--- src/rtl/tpc_pkg.sv ---
// Shared types and constants for the thermal pixel colorizer.
package tpc_pkg;

  localparam int SAMPLE_W = 16;
  localparam int COLOR_W  = 16;
  localparam int INDEX_W  = 8;
  localparam int NUM_W    = SAMPLE_W + INDEX_W;
  localparam int CFG_IDX_W = 1;

  localparam logic [INDEX_W-1:0] TOP_INDEX    = 8'd255;
  localparam logic [INDEX_W-1:0] BOTTOM_INDEX = 8'd0;

  // Configuration register indexes
  localparam logic [CFG_IDX_W-1:0] CFG_MIN_LEVEL = 1'b0;
  localparam logic [CFG_IDX_W-1:0] CFG_MAX_LEVEL = 1'b1;

  localparam logic [SAMPLE_W-1:0] MIN_LEVEL_RESET = 16'h0000;
  localparam logic [SAMPLE_W-1:0] MAX_LEVEL_RESET = 16'hFFFF;

  // Input item modes
  localparam logic MODE_LOAD  = 1'b0;
  localparam logic MODE_PIXEL = 1'b1;

  // Commands from the controller to the datapath
  typedef struct packed {
    logic wr_entry;    // write a palette entry from the input transaction
    logic capture;     // latch the sample of a pixel transaction
    logic prep;        // compare against the window, form offset and span
    logic load;        // scale the offset by 255 and seed the divider
    logic div_step;    // one restoring division step
    logic lookup;      // read the palette at the final index
  } tpc_cmd_t;

endpackage

--- src/rtl/tpc_ctrl.sv ---
// Controller state machine: sequences window check, division, lookup and output copies.
module tpc_ctrl #(
  parameter int REPEAT = 2
) (
  input  logic               clk,
  input  logic               rst,
  input  logic               in_valid,
  input  logic               in_mode,
  output logic               in_ready,
  output logic               out_valid,
  output logic               out_last,
  input  logic               out_ready,
  output tpc_pkg::tpc_cmd_t  cmd
);
  import tpc_pkg::*;

  localparam int COPY_W = (REPEAT > 1) ? $clog2(REPEAT) : 1;
  localparam logic [COPY_W-1:0] LAST_COPY = COPY_W'(REPEAT - 1);
  localparam logic [2:0] LAST_STEP = 3'(INDEX_W - 1);

  typedef enum logic [2:0] {
    S_IDLE, S_PREP, S_LOAD, S_DIV, S_READ, S_EMIT
  } state_t;

  state_t            state;
  logic [2:0]        step;
  logic [COPY_W-1:0] copy;
  logic              accept;

  assign in_ready  = (state == S_IDLE);
  assign accept    = in_valid && in_ready;
  assign out_valid = (state == S_EMIT);
  assign out_last  = (copy == LAST_COPY);

  // Decode datapath commands from the state
  always_comb begin
    cmd          = '0;
    cmd.wr_entry = accept && (in_mode == MODE_LOAD);
    cmd.capture  = accept && (in_mode == MODE_PIXEL);
    cmd.prep     = (state == S_PREP);
    cmd.load     = (state == S_LOAD);
    cmd.div_step = (state == S_DIV);
    cmd.lookup   = (state == S_READ);
  end

  // Advance state, division step count and copy count
  always_ff @(posedge clk) begin
    if (rst) begin
      state <= S_IDLE;
      step  <= '0;
      copy  <= '0;
    end else begin
      case (state)
        S_IDLE: begin
          if (accept && (in_mode == MODE_PIXEL)) state <= S_PREP;
        end
        S_PREP: state <= S_LOAD;
        S_LOAD: begin
          step  <= '0;
          state <= S_DIV;
        end
        S_DIV: begin
          step <= step + 3'd1;
          if (step == LAST_STEP) state <= S_READ;
        end
        S_READ: begin
          copy  <= '0;
          state <= S_EMIT;
        end
        S_EMIT: begin
          if (out_ready) begin
            if (out_last) begin
              state <= S_IDLE;
            end else begin
              copy <= copy + COPY_W'(1);
            end
          end
        end
        default: state <= S_IDLE;
      endcase
    end
  end

endmodule

--- config.mk ---
export PLATFORM = sky130hd
export DESIGN_NAME = tpc_ctrl
export DESIGN_NICKNAME = d
export VERILOG_FILES = /design/src/rtl/tpc_pkg.sv /design/src/rtl/tpc_ctrl.sv
export SDC_FILE = /design/constraint.sdc
export NUM_CORES = 1
export LEC_CHECK = 0
export BUFFER_PORTS_ARGS = -buffer_cell sky130_fd_sc_hd__buf_2
export CAP_MARGIN = 15
export CORE_AREA = 3 3 40 42
export DETAILED_ROUTE_END_ITERATION = 10
export DIE_AREA = 0 0 43 45
export GPL_TIMING_DRIVEN = 0
export PLACE_DENSITY = 0.55
export SLEW_MARGIN = 15
export SYNTH_ARGS = -nofsm -noshare
export SYNTH_HDL_FRONTEND = slang
export SYNTH_SLANG_ARGS = --single-unit
--- constraint.sdc ---
create_clock -name clk -period 1.08 [get_ports clk]
set_clock_uncertainty 0.1 [all_clocks]
set_input_delay 0.108 -clock clk [delete_from_list [all_inputs] [get_ports clk]]
set_output_delay 0.108 -clock clk [all_outputs]
set_load 0.02 [all_outputs]
==> results of run 1 <==
[cell type report]
class / instances / area [um^2]
Tap cell: 15 / 18.8
Fill cell: 113 / 533
Buffer: 2 / 26.3
Multi-Input combinational cell: 38 / 350
Clock buffer: 4 / 26.3
Sequential cell: 7 / 151
Timing Repair Buffer: 21 / 179
[stage by stage]
stage / setup TNS, ns / power [mW] / area (um^2)
6_report: -2.24 / 0.827 / 752
5_1_grt: -3.05 / 0.879 / 752
4_1_cts: -2.74 / 0.784 / 681
3_5_place_dp: -1.36 / 0.495 / 573
3_3_place_gp: -1.29 / 0.495 / 573
2_1_floorplan: -0.511 / 0.439 / 489
[metal layers]
layer  GRT usage, %  vias up  wire, um
met3           3.59        5        47
met2           19.2       10       482
li1               -      221         -
met1           16.9      201       492
met5              0        -         0
met4           10.8        0        36
[Yosys cell counts]
cell type  n  share of area (%)
a211o_1    1                2.1
a211oi_2   1                3.0
a21oi_1    6                7.1
a2bb2oi_1  1                2.1
a31oi_1    1                1.5
and2_1     2                3.0
and2b_1    1                1.8
and2b_2    1                2.1
and3_1     1                1.5
buf_2      1                1.2
buf_4      1                1.8
buf_6      1                2.7
dfxtp_1    7                 33
ha_1       2                5.9
nand2_1    7                6.2
nand2b_4   1                3.3
nand3_1    3                3.5
nand3b_1   1                1.8
nand4b_1   1                2.1
nor2_1     2                1.8
nor2b_4    1                3.3
nor3_2     2                4.7
nor3b_1    2                3.5
o21ai_0    1                1.2
[worst min path at each step]
stage                     slack (ns)  startpoint                     to
after floorplan                 0.07         rst   step[0]$_SDFFE_PP0P_
after global placement          0.29         rst   step[0]$_SDFFE_PP0P_
after detailed placement        0.28         rst   step[0]$_SDFFE_PP0P_
after CTS                       0.01         rst  state[0]$_SDFFE_PP0P_
after global routing            0.04         rst  state[2]$_SDFFE_PP0P_
final                           0.03         rst  state[2]$_SDFFE_PP0P_
[cells by family after synthesis]
logic type	after synthesis
fa+ha+maj	2
buf+inv	3
flops	7
simple gates	25
compound gates	11
[timing repair]
item	in CTS	in global routing
gates resized for setup	13	19
hold endpoints to repair	0	0
buffers inserted	6	3
pin swaps	6	2
setup endpoints to repair	15	14
[flip-flops by register name, indices dropped and copies added, names as in the netlist]
name and count:
out_last 1, state 3, step 3
[worst register-to-register path, delay by kind of cell (launching register included)]
kind	cells	cell delay, ns
buffers and inverters	1	0.13
flip-flops	1	0.37
AO/OA/AOI/OAI	3	0.43
[power by group]
group	total (mW)	switching, mW	internal (mW)
combinational	0.292	0.138	0.154
sequential	0.288	0.0181	0.270
clock	0.246	0.105	0.142
total	0.827	0.261	0.566
==> results.md, run 1 <==
- Delay-heaviest family, CP: simple AND/OR/NAND/NOR gates
- R2R depth: 4
- Share of the yosys chip area belonging to registers: ~33%
- R2R Path End: state[0]$_SDFFE_PP0P_
- WP data arrival: 1.17 ns
- Fin. Hold Viols: 0
- R2R Setup Slk: -0.06 ns
- WL per Instance: 12.2 um
- Ant. Diodes: 0
- Residual DRC: 0
- CTS sink cnt: 7
- Syn Inst Count: 48
- Leak: about 0.30 nW
- Clk buf depth: 2
- Violated checks: negative setup slack
- Ports: 14
- Mapped Nets: 55
- Later-pin clock latency in the skew report: around 0.25 ns
- Antenna viol nets, final: 0
- Worst flop-to-flop path startpoint: state[2]$_SDFFE_PP0P_
- Num CTS Buffers: 3
- Initial Util: 32.9%
- Most frequent cells in the layout: buf_6 (10), nand2_1 (7), buf_4 (7)
- Fin nets: 80
- Worst-path fanout max: 7
- VDD IR-drop max: 0.000646 V
- IO Port Bufs: 13
- MaxCap Viol Count: 0
- Vias in the first global route: 400
- Minimum clock period: roughly 1.4 ns
- Non-filler cells, final: 87
- Count of hold-fix buffers inserted at cts: 0
- Synth Area per Inst: 8.81 um^2
- XOR/XNOR share of the synthesized area: 0%
- Flops & latches, synth: 7
- Routability Congestion: 0.664
- Yosys cell types: 24
- Std cell rows: 13
- Crit Path Category: reg -> out
- Die width: approximately 43 um
- Fin util: 58.5%
- Drt pass-1 iters: 3
- Critical Path Sink Type: output pin
- Area grow syn2layout: 77.8%
- Detailed router's first-iteration violation count: 12
- Simple-Gate Fraction of Synth Area: roughly 38%
- Max Freq: around 730 MHz
- Vias after detailed routing: roughly 440
- Slew HR: about 90%
- Cell Area, Synth: between 400 and 500 um^2
- Worst-Margin Slew: 0.188 ns
- Final period util: 128%
- Placed Cells: 76
- Crit-path cells: buf_6, nor3_4, and3_4, buf_6
- Worst Setup EP: cmd[4]
- Share of cells above drive strength 1: between 70% and 80%
- Final setup viols: 13
- Dpl hpwl: 656 um
- Synth Area in Adders: 5.92%
- P per Cell Area: roughly 1100 nW/um^2
- H-tree depth: 1
- Placement Setup Slack: -0.231 ns
- Largest family of logic cells by synthesized area: simple AND/OR/NAND/NOR gates
- Antenna violations before repair: 0
- Critical path startpoint category: flop
- Status: complete, but fails checks
- Worst path max stage delay: 0.32 ns
- RSZ-0062 raised after global routing: yes
- Vias per cell: 5.02
- Height of the die: 45 um
- Pin count of the biggest net entering global routing: 11
- GRT overflow: 0
- Synth Warn #: 0
- Core Box Area: 1280 um^2
- Reg clk slew, reported paths: 0.06 ns
- Die area: 1940 um^2
- CTS tree: done
- Slew Viols, Final: 0
- Commonest non-fill, non-tap cell in the layout: buf_6
- Root buf cell: clkbuf_4
- Tot GR Track Use: 13.4%
- Fin worst setup slack: -0.298 ns
- Mux share of post-synthesis cell area: 0%
- Critical path's slowest cell: dfxtp_2
- Worst Setup SP: state[1]$_SDFFE_PP0P_
- CP bufs+invs: 2
- Hold Path Class: in -> reg
- Hold Worst Slack: around 0.030 ns
- Number of stages on the worst hold path: 2
- Most used cell, CP: buf_6
- Levels on crit path: 4
- CP required: a little under 0.9 ns
- Global-route wire length before repair: 1860 um
- Compound-Gate Fraction of Synth Area: 16.9%
- Total routed wirelength: 1060 um
(Power assumes the default switching activity.)
==> run 2, diff against run 1 <==
- SETUP_SLACK_MARGIN: default -> 0.05
- clock period: 1.08 -> 1.2 ns (I/O delays scaled with it)
==> run 2 against run 1 <==
  * Hold slack gained 0.013 ns
  * The run still ends with negative setup slack left
  * Non-clock buffer count up 4
  * Clock-buffer cell count unchanged
  * Clock power is 7% lower
  * Setup slack improved by 0.093 ns
  * First-iteration DRC count down 83%
==> results.md, run 2 (synthesis results as in run 1) <==
- Status: complete, but fails checks
- Violated checks: negative setup slack
- WP data arrival: 1.19 ns
- CTS sink cnt: 7
- Met3 WL: 53 um
- Hold Path Class: in -> reg
- Initial Util: 32.9%
- Most frequent cells in the layout: buf_4 (12), buf_6 (10), nand2_1 (7)
- Fin nets: 84
- Critical Path Sink Type: output pin
- H-tree depth: 1
- VDD IR-drop max: 0.000666 V
- Drt pass-1 iters: 2
- Hold wc startpoint: rst
- MaxCap Viol Count: 0
- Slew Viols, Final: 0
- Fin util: 58.5%
- Worst-path fanout max: 6
- Worst Setup SP: state[1]$_SDFFE_PP0P_
- Ant. Diodes: 0
- Fin. Hold Viols: 0
- Antenna violations before repair: 0
- Crit Path Category: reg -> out
- Routability Congestion: 0.647
- Root buf cell: clkbuf_4
- Area grow syn2layout: 77.8%
- Fin worst setup slack: -0.205 ns
- Later-pin clock latency in the skew report: 0.26 ns
- Max Freq: approximately 710 MHz
- Crit-path cells: buf_6, nor3_4, nand2_1, nor2_2, buf_6
- Metal-1 WL: roughly 490 um
- Core Box Area: 1280 um^2
- Final period util: 117%
- Register area: 151 um^2
- Most used cell, CP: buf_6
- Vias after detailed routing: 455
- Num CTS Buffers: 3
- Share of cells above drive strength 1: 72.4%
- WL per Instance: 13.1 um
- Final-layout fill cell count: 105
- Worst flop-to-flop path startpoint: state[1]$_SDFFE_PP0P_
- Height of the die: 45 um
- Detailed router's first-iteration violation count: 2
- IO Port Bufs: 13
- CTS tree: done
- Dpl hpwl: between 600 and 700 um
- Total routed wirelength: 1200 um
- Worst path max stage delay: ~0.32 ns
- Vias in the first global route: 464
- Met2 routed wirelength: about 610 um
- Tot GR Track Use: 14.1%
- Clk buf depth: 2
- CP required: about 1 ns
- Residual DRC: 0
- Reg clk slew, reported paths: 0.06 ns
- RSZ-0062 raised after global routing: yes
- Die width: 43 um
- Final total power: 0.752 mW
- Die area: 1940 um^2
- Final setup viols: 9
- Worst-Margin Slew: 0.196 ns
- Commonest non-fill, non-tap cell in the layout: buf_4
- Max Used Layer: met4
- Critical path's slowest cell: dfxtp_2
- GRT overflow: 0
- Critical path startpoint category: flop
- Slew HR: 86.9%
- Area occupied by multi-input gates: 328 um^2
- Ports: 14
- Pin count of the biggest net entering global routing: 11
- Global-route wire length before repair: 1970 um
- P per Cell Area: 1000 nW/um^2
- Antenna viol nets, final: 0
- Std cell rows: 13
- Minimum clock period: 1.41 ns
- Vias per cell: 5.00
- Leak: 0.320 nW
==> run 2: cell count changes in the layout (fill, tap and decap cells not counted) <==
| cell | change |
|---|---|
| a2bb2oi_1 | +1 |
| a2bb2oi_2 | -1 |
| and2_1 | -1 |
| and2_4 | +1 |
| and2b_1 | +1 |
| and2b_2 | -1 |
| buf_4 | +5 |
| buf_8 | -1 |
| ha_2 | +1 |
| ha_4 | -1 |
| nand3_2 | +1 |
| nand3_4 | -1 |
==> run 2: final timing paths <==
| check | end | slack [ns] | cells after the start |
|---|---|---|---|
| setup / recovery | cmd[5] | -0.21 | 5 |
| hold / removal | step[1]$_SDFFE_PP0P_ | 0.04 | 2 |
| setup reg to reg | state[0]$_SDFFE_PP0P_ | -0.08 | 5 |
| hold reg to reg | step[1]$_SDFFE_PP0P_ | 0.37 | 2 |
==> run 2: repair_timing <==
action | 4_1_cts | 5_1_grt
pin swaps | 9 | 12
hold endpoints to repair | 0 | 0
buffers inserted | 10 | 4
gates resized for setup | 29 | 8
hold buffers | 0 | 0
setup endpoints to repair | 12 | 14
==> run 2: power breakdown <==
group          leakage [nW]  switching, mW  total (mW)  internal, mW
combinational         0.246          0.127       0.266         0.139
sequential           0.0596         0.0131       0.256         0.243
clock                0.0150          0.102       0.229         0.128
==> run 2: through the flow <==
stage | area [um^2] | TNS [ns] | setup WS, ns | std cells | hold WS (ns)
after detailed placement | 532 | -0.207 | -0.0948 | 76 | 0.306
after global placement | 532 | -0.212 | -0.0990 | 76 | 0.307
final | 752 | -1.34 | -0.205 | 91 | 0.0430
after CTS | 719 | -1.73 | -0.258 | 90 | 0.0213
after global routing | 752 | -1.91 | -0.292 | 91 | 0.0421
after floorplan | 448 | -0.121 | -0.0696 | 48 | 0.0846
==> run 2: metal layers <==
| metal | up-vias | global-route usage (%) |
|---|---|---|
| met1 | 214 | 15.7 |
| met4 | 0 | 6.63 |
| li1 | 226 | - |
| met5 | - | 0 |
| met2 | 11 | 22.5 |
| met3 | 4 | 7.17 |
==> run 2: final cells by class <==
class | count | area share (%)
Clock buffer | 4 | 3.49
Multi-Input combinational cell | 38 | 43.6
Timing Repair Buffer | 25 | 27.3
Buffer | 2 | 3.00
Tap cell | 15 | 2.50
Sequential cell | 7 | 20.1
==> run 2: worst max-delay path, delay by kind of cell, from the launching register on <==
family                 cells  cell delay, ns
buffers and inverters      2            0.25
DFF                        1            0.32
and+or+nand+nor            3            0.35
==> run 3, diff against run 2 <==
- REMOVE_ABC_BUFFERS: default -> 1
==> run 3 against run 2 <==
  * The run still ends with negative setup slack left
  * Non-clock buffer count shrank 1
  * Flip-flop and latch count is the same
  * Via count shrank 0.44%
  * Clock power shrank 7%
  * Cell area shrank 3.7%
  * Final cell count shrank 1.1%
  * Combinational power shrank 11%
  * Maximum frequency grew 0.50%
  * Sequential power grew 5%
  * Largest power group is now registers
==> results.md, run 3 (synthesis results as in run 1) <==
- Status: complete, but fails checks
- Violated checks: negative setup slack
- Root buf cell: clkbuf_4
- Combinational Power Share: 33.0%
- Sw Ratio: between 30% and 40%
- Residual DRC: 0
- Placed inst area: 483 um^2
- Antenna violations before repair: 0
- CTS tree: done
- Detailed router's first-iteration violation count: 3
- Antenna viol nets, final: 0
- Worst Setup SP: state[2]$_SDFFE_PP0P_
- Worst-Margin Slew: just under 0.2 ns
- Later-pin clock latency in the skew report: ~0.25 ns
- R2R Setup Slk: 0.01 ns
- Vias after detailed routing: 453
- Critical path startpoint category: flop
- Sequential power share: 37.5%
- R2R depth: 4
- IO Port Bufs: 13
- Worst flop-to-flop path startpoint: state[2]$_SDFFE_PP0P_
- CP required: 0.98 ns
- Crit Path Category: reg -> out
- Std cell rows: 13
- Hold Worst Slack: 0.0327 ns
- Critical Path Sink Type: output pin
- CTS sink cnt: 7
- Total routed wirelength: 1160 um
- Final setup viols: 8
- Initial Util: 32.9%
- WP data arrival: 1.18 ns
- Leak: 0.314 nW
- Slew HR: 86.9%
- VDD IR-drop max: 0.000800 V
- Slew Viols, Final: 0
- Ports: 14
- Clk buf depth: 2
- Max Freq: ~720 MHz
- P per Cell Area: 993 nW/um^2
- Placed Cells: 73
- Internal power: 0.497 mW
- Most frequent cells in the layout: buf_4 (13), nand2_1 (7), buf_6 (7)
- Reg clk slew, reported paths: 0.05 ns
- Pin count of the biggest net entering global routing: 9
- Fin. Hold Viols: 0
- Tot GR Track Use: 12.5%
- GRT overflow: 0
- Num CTS Buffers: 3
- Worst Setup EP: cmd[4]
- H-tree depth: 1
- Core Box Area: 1280 um^2
- Routability Congestion: 0.650
- Non-filler cells, final: 90
- Area occupied by multi-input gates: 319 um^2
- Final period util: 117%
- Drt pass-1 iters: 4
- MaxCap Viol Count: 0
- RSZ-0062 raised after global routing: yes
- Commonest non-fill, non-tap cell in the layout: buf_4
- Global-route wire length before repair: 1730 um
- Minimum clock period: between 1 and 1.5 ns
- Final-layout fill cell count: 125
- Area grow syn2layout: 71.3%
- Design Area, Final: just over 700 um^2
- Register area: 154 um^2
- Clock share of power: 29.5%
- Worst-path fanout max: 6
- Ant. Diodes: 0
- Die area: a little under 2000 um^2
- Hold Path Class: in -> reg
- Vias in the first global route: ~410
- WL per Instance: 12.9 um
- Share of cells above drive strength 1: 65.3%
- Fin worst setup slack: -0.198 ns
- Count of hold-fix buffers inserted at cts: 0
- Fin nets: 83
- Vias per cell: 5.03
- P_sw: 0.223 mW
- Die width: approximately 43 um
- R2R Path End: state[0]$_SDFFE_PP0P_
- Height of the die: 45 um
==> run 3: changes by cell type in the layout (fill, tap and decap cells not counted), sizes merged <==
| cell | change |
|---|---|
| buf | -1 |
==> run 3: how the worst min path moves through the flow <==
stage                       endpoint  cells past startpoint  slack [ns]  startpoint
3_5_place_dp   state[0]$_SDFFE_PP0P_                      2        0.30         rst
5_1_grt        state[0]$_SDFFE_PP0P_                      2        0.04         rst
3_3_place_gp   state[0]$_SDFFE_PP0P_                      2        0.30         rst
4_1_cts        state[0]$_SDFFE_PP0P_                      2        0.02         rst
6_report       state[0]$_SDFFE_PP0P_                      2        0.03         rst
2_1_floorplan  state[0]$_SDFFE_PP0P_                      1        0.08         rst
==> run 3: critical path, stage by stage (launching register included) <==
cell     delay (ns)
dfxtp_4        0.36
nor3_4         0.23
and3_4         0.22
buf_6          0.11
==> run 3: metrics by stage <==
| stage | power [mW] | util [%] | worst slack [ns] | setup TNS (ns) |
|---|---|---|---|---|
| after CTS | 0.693 | 52.2 | -0.149 | -0.866 |
| after detailed placement | 0.407 | 37.6 | -0.144 | -0.615 |
| after floorplan | 0.359 | - | -0.217 | -0.640 |
| after global routing | 0.768 | 56.4 | -0.252 | -1.46 |
| final | 0.720 | 56.4 | -0.198 | -0.955 |
| after global placement | 0.406 | 37.6 | -0.145 | -0.641 |
==> run 3: repair_timing <==
action	in CTS	in global routing
pin swaps	6	9
gates resized for setup	27	10
buffers inserted	12	1
endpoints found under the setup margin	13	14
==> run 3: cell type report <==
cell class / instances / area share (%)
Timing Repair Buffer: 26 / 28.5
Tap cell: 15 / 2.59
Clock buffer: 4 / 3.63
Multi-Input combinational cell: 38 / 44.0
Sequential cell: 7 / 21.2
==> run 3: per-layer routing <==
metal | GRT usage [%] | vias up | routed length (um)
met5 | 0 | - | 0
met4 | 3.61 | 0 | 0
met3 | 7.57 | 0 | 77
met2 | 21.9 | 12 | 659
met1 | 12.6 | 212 | 423
li1 | - | 229 | -
==> run 3: power groups by stage <==
stage / registers, mW / clock network, mW / logic (mW)
global route: 0.273 / 0.243 / 0.252
finish: 0.270 / 0.212 / 0.237
floorplan: 0.274 / 0 / 0.0849
CTS: 0.268 / 0.224 / 0.201
global placement: 0.282 / 0 / 0.124
detailed placement: 0.282 / 0 / 0.125
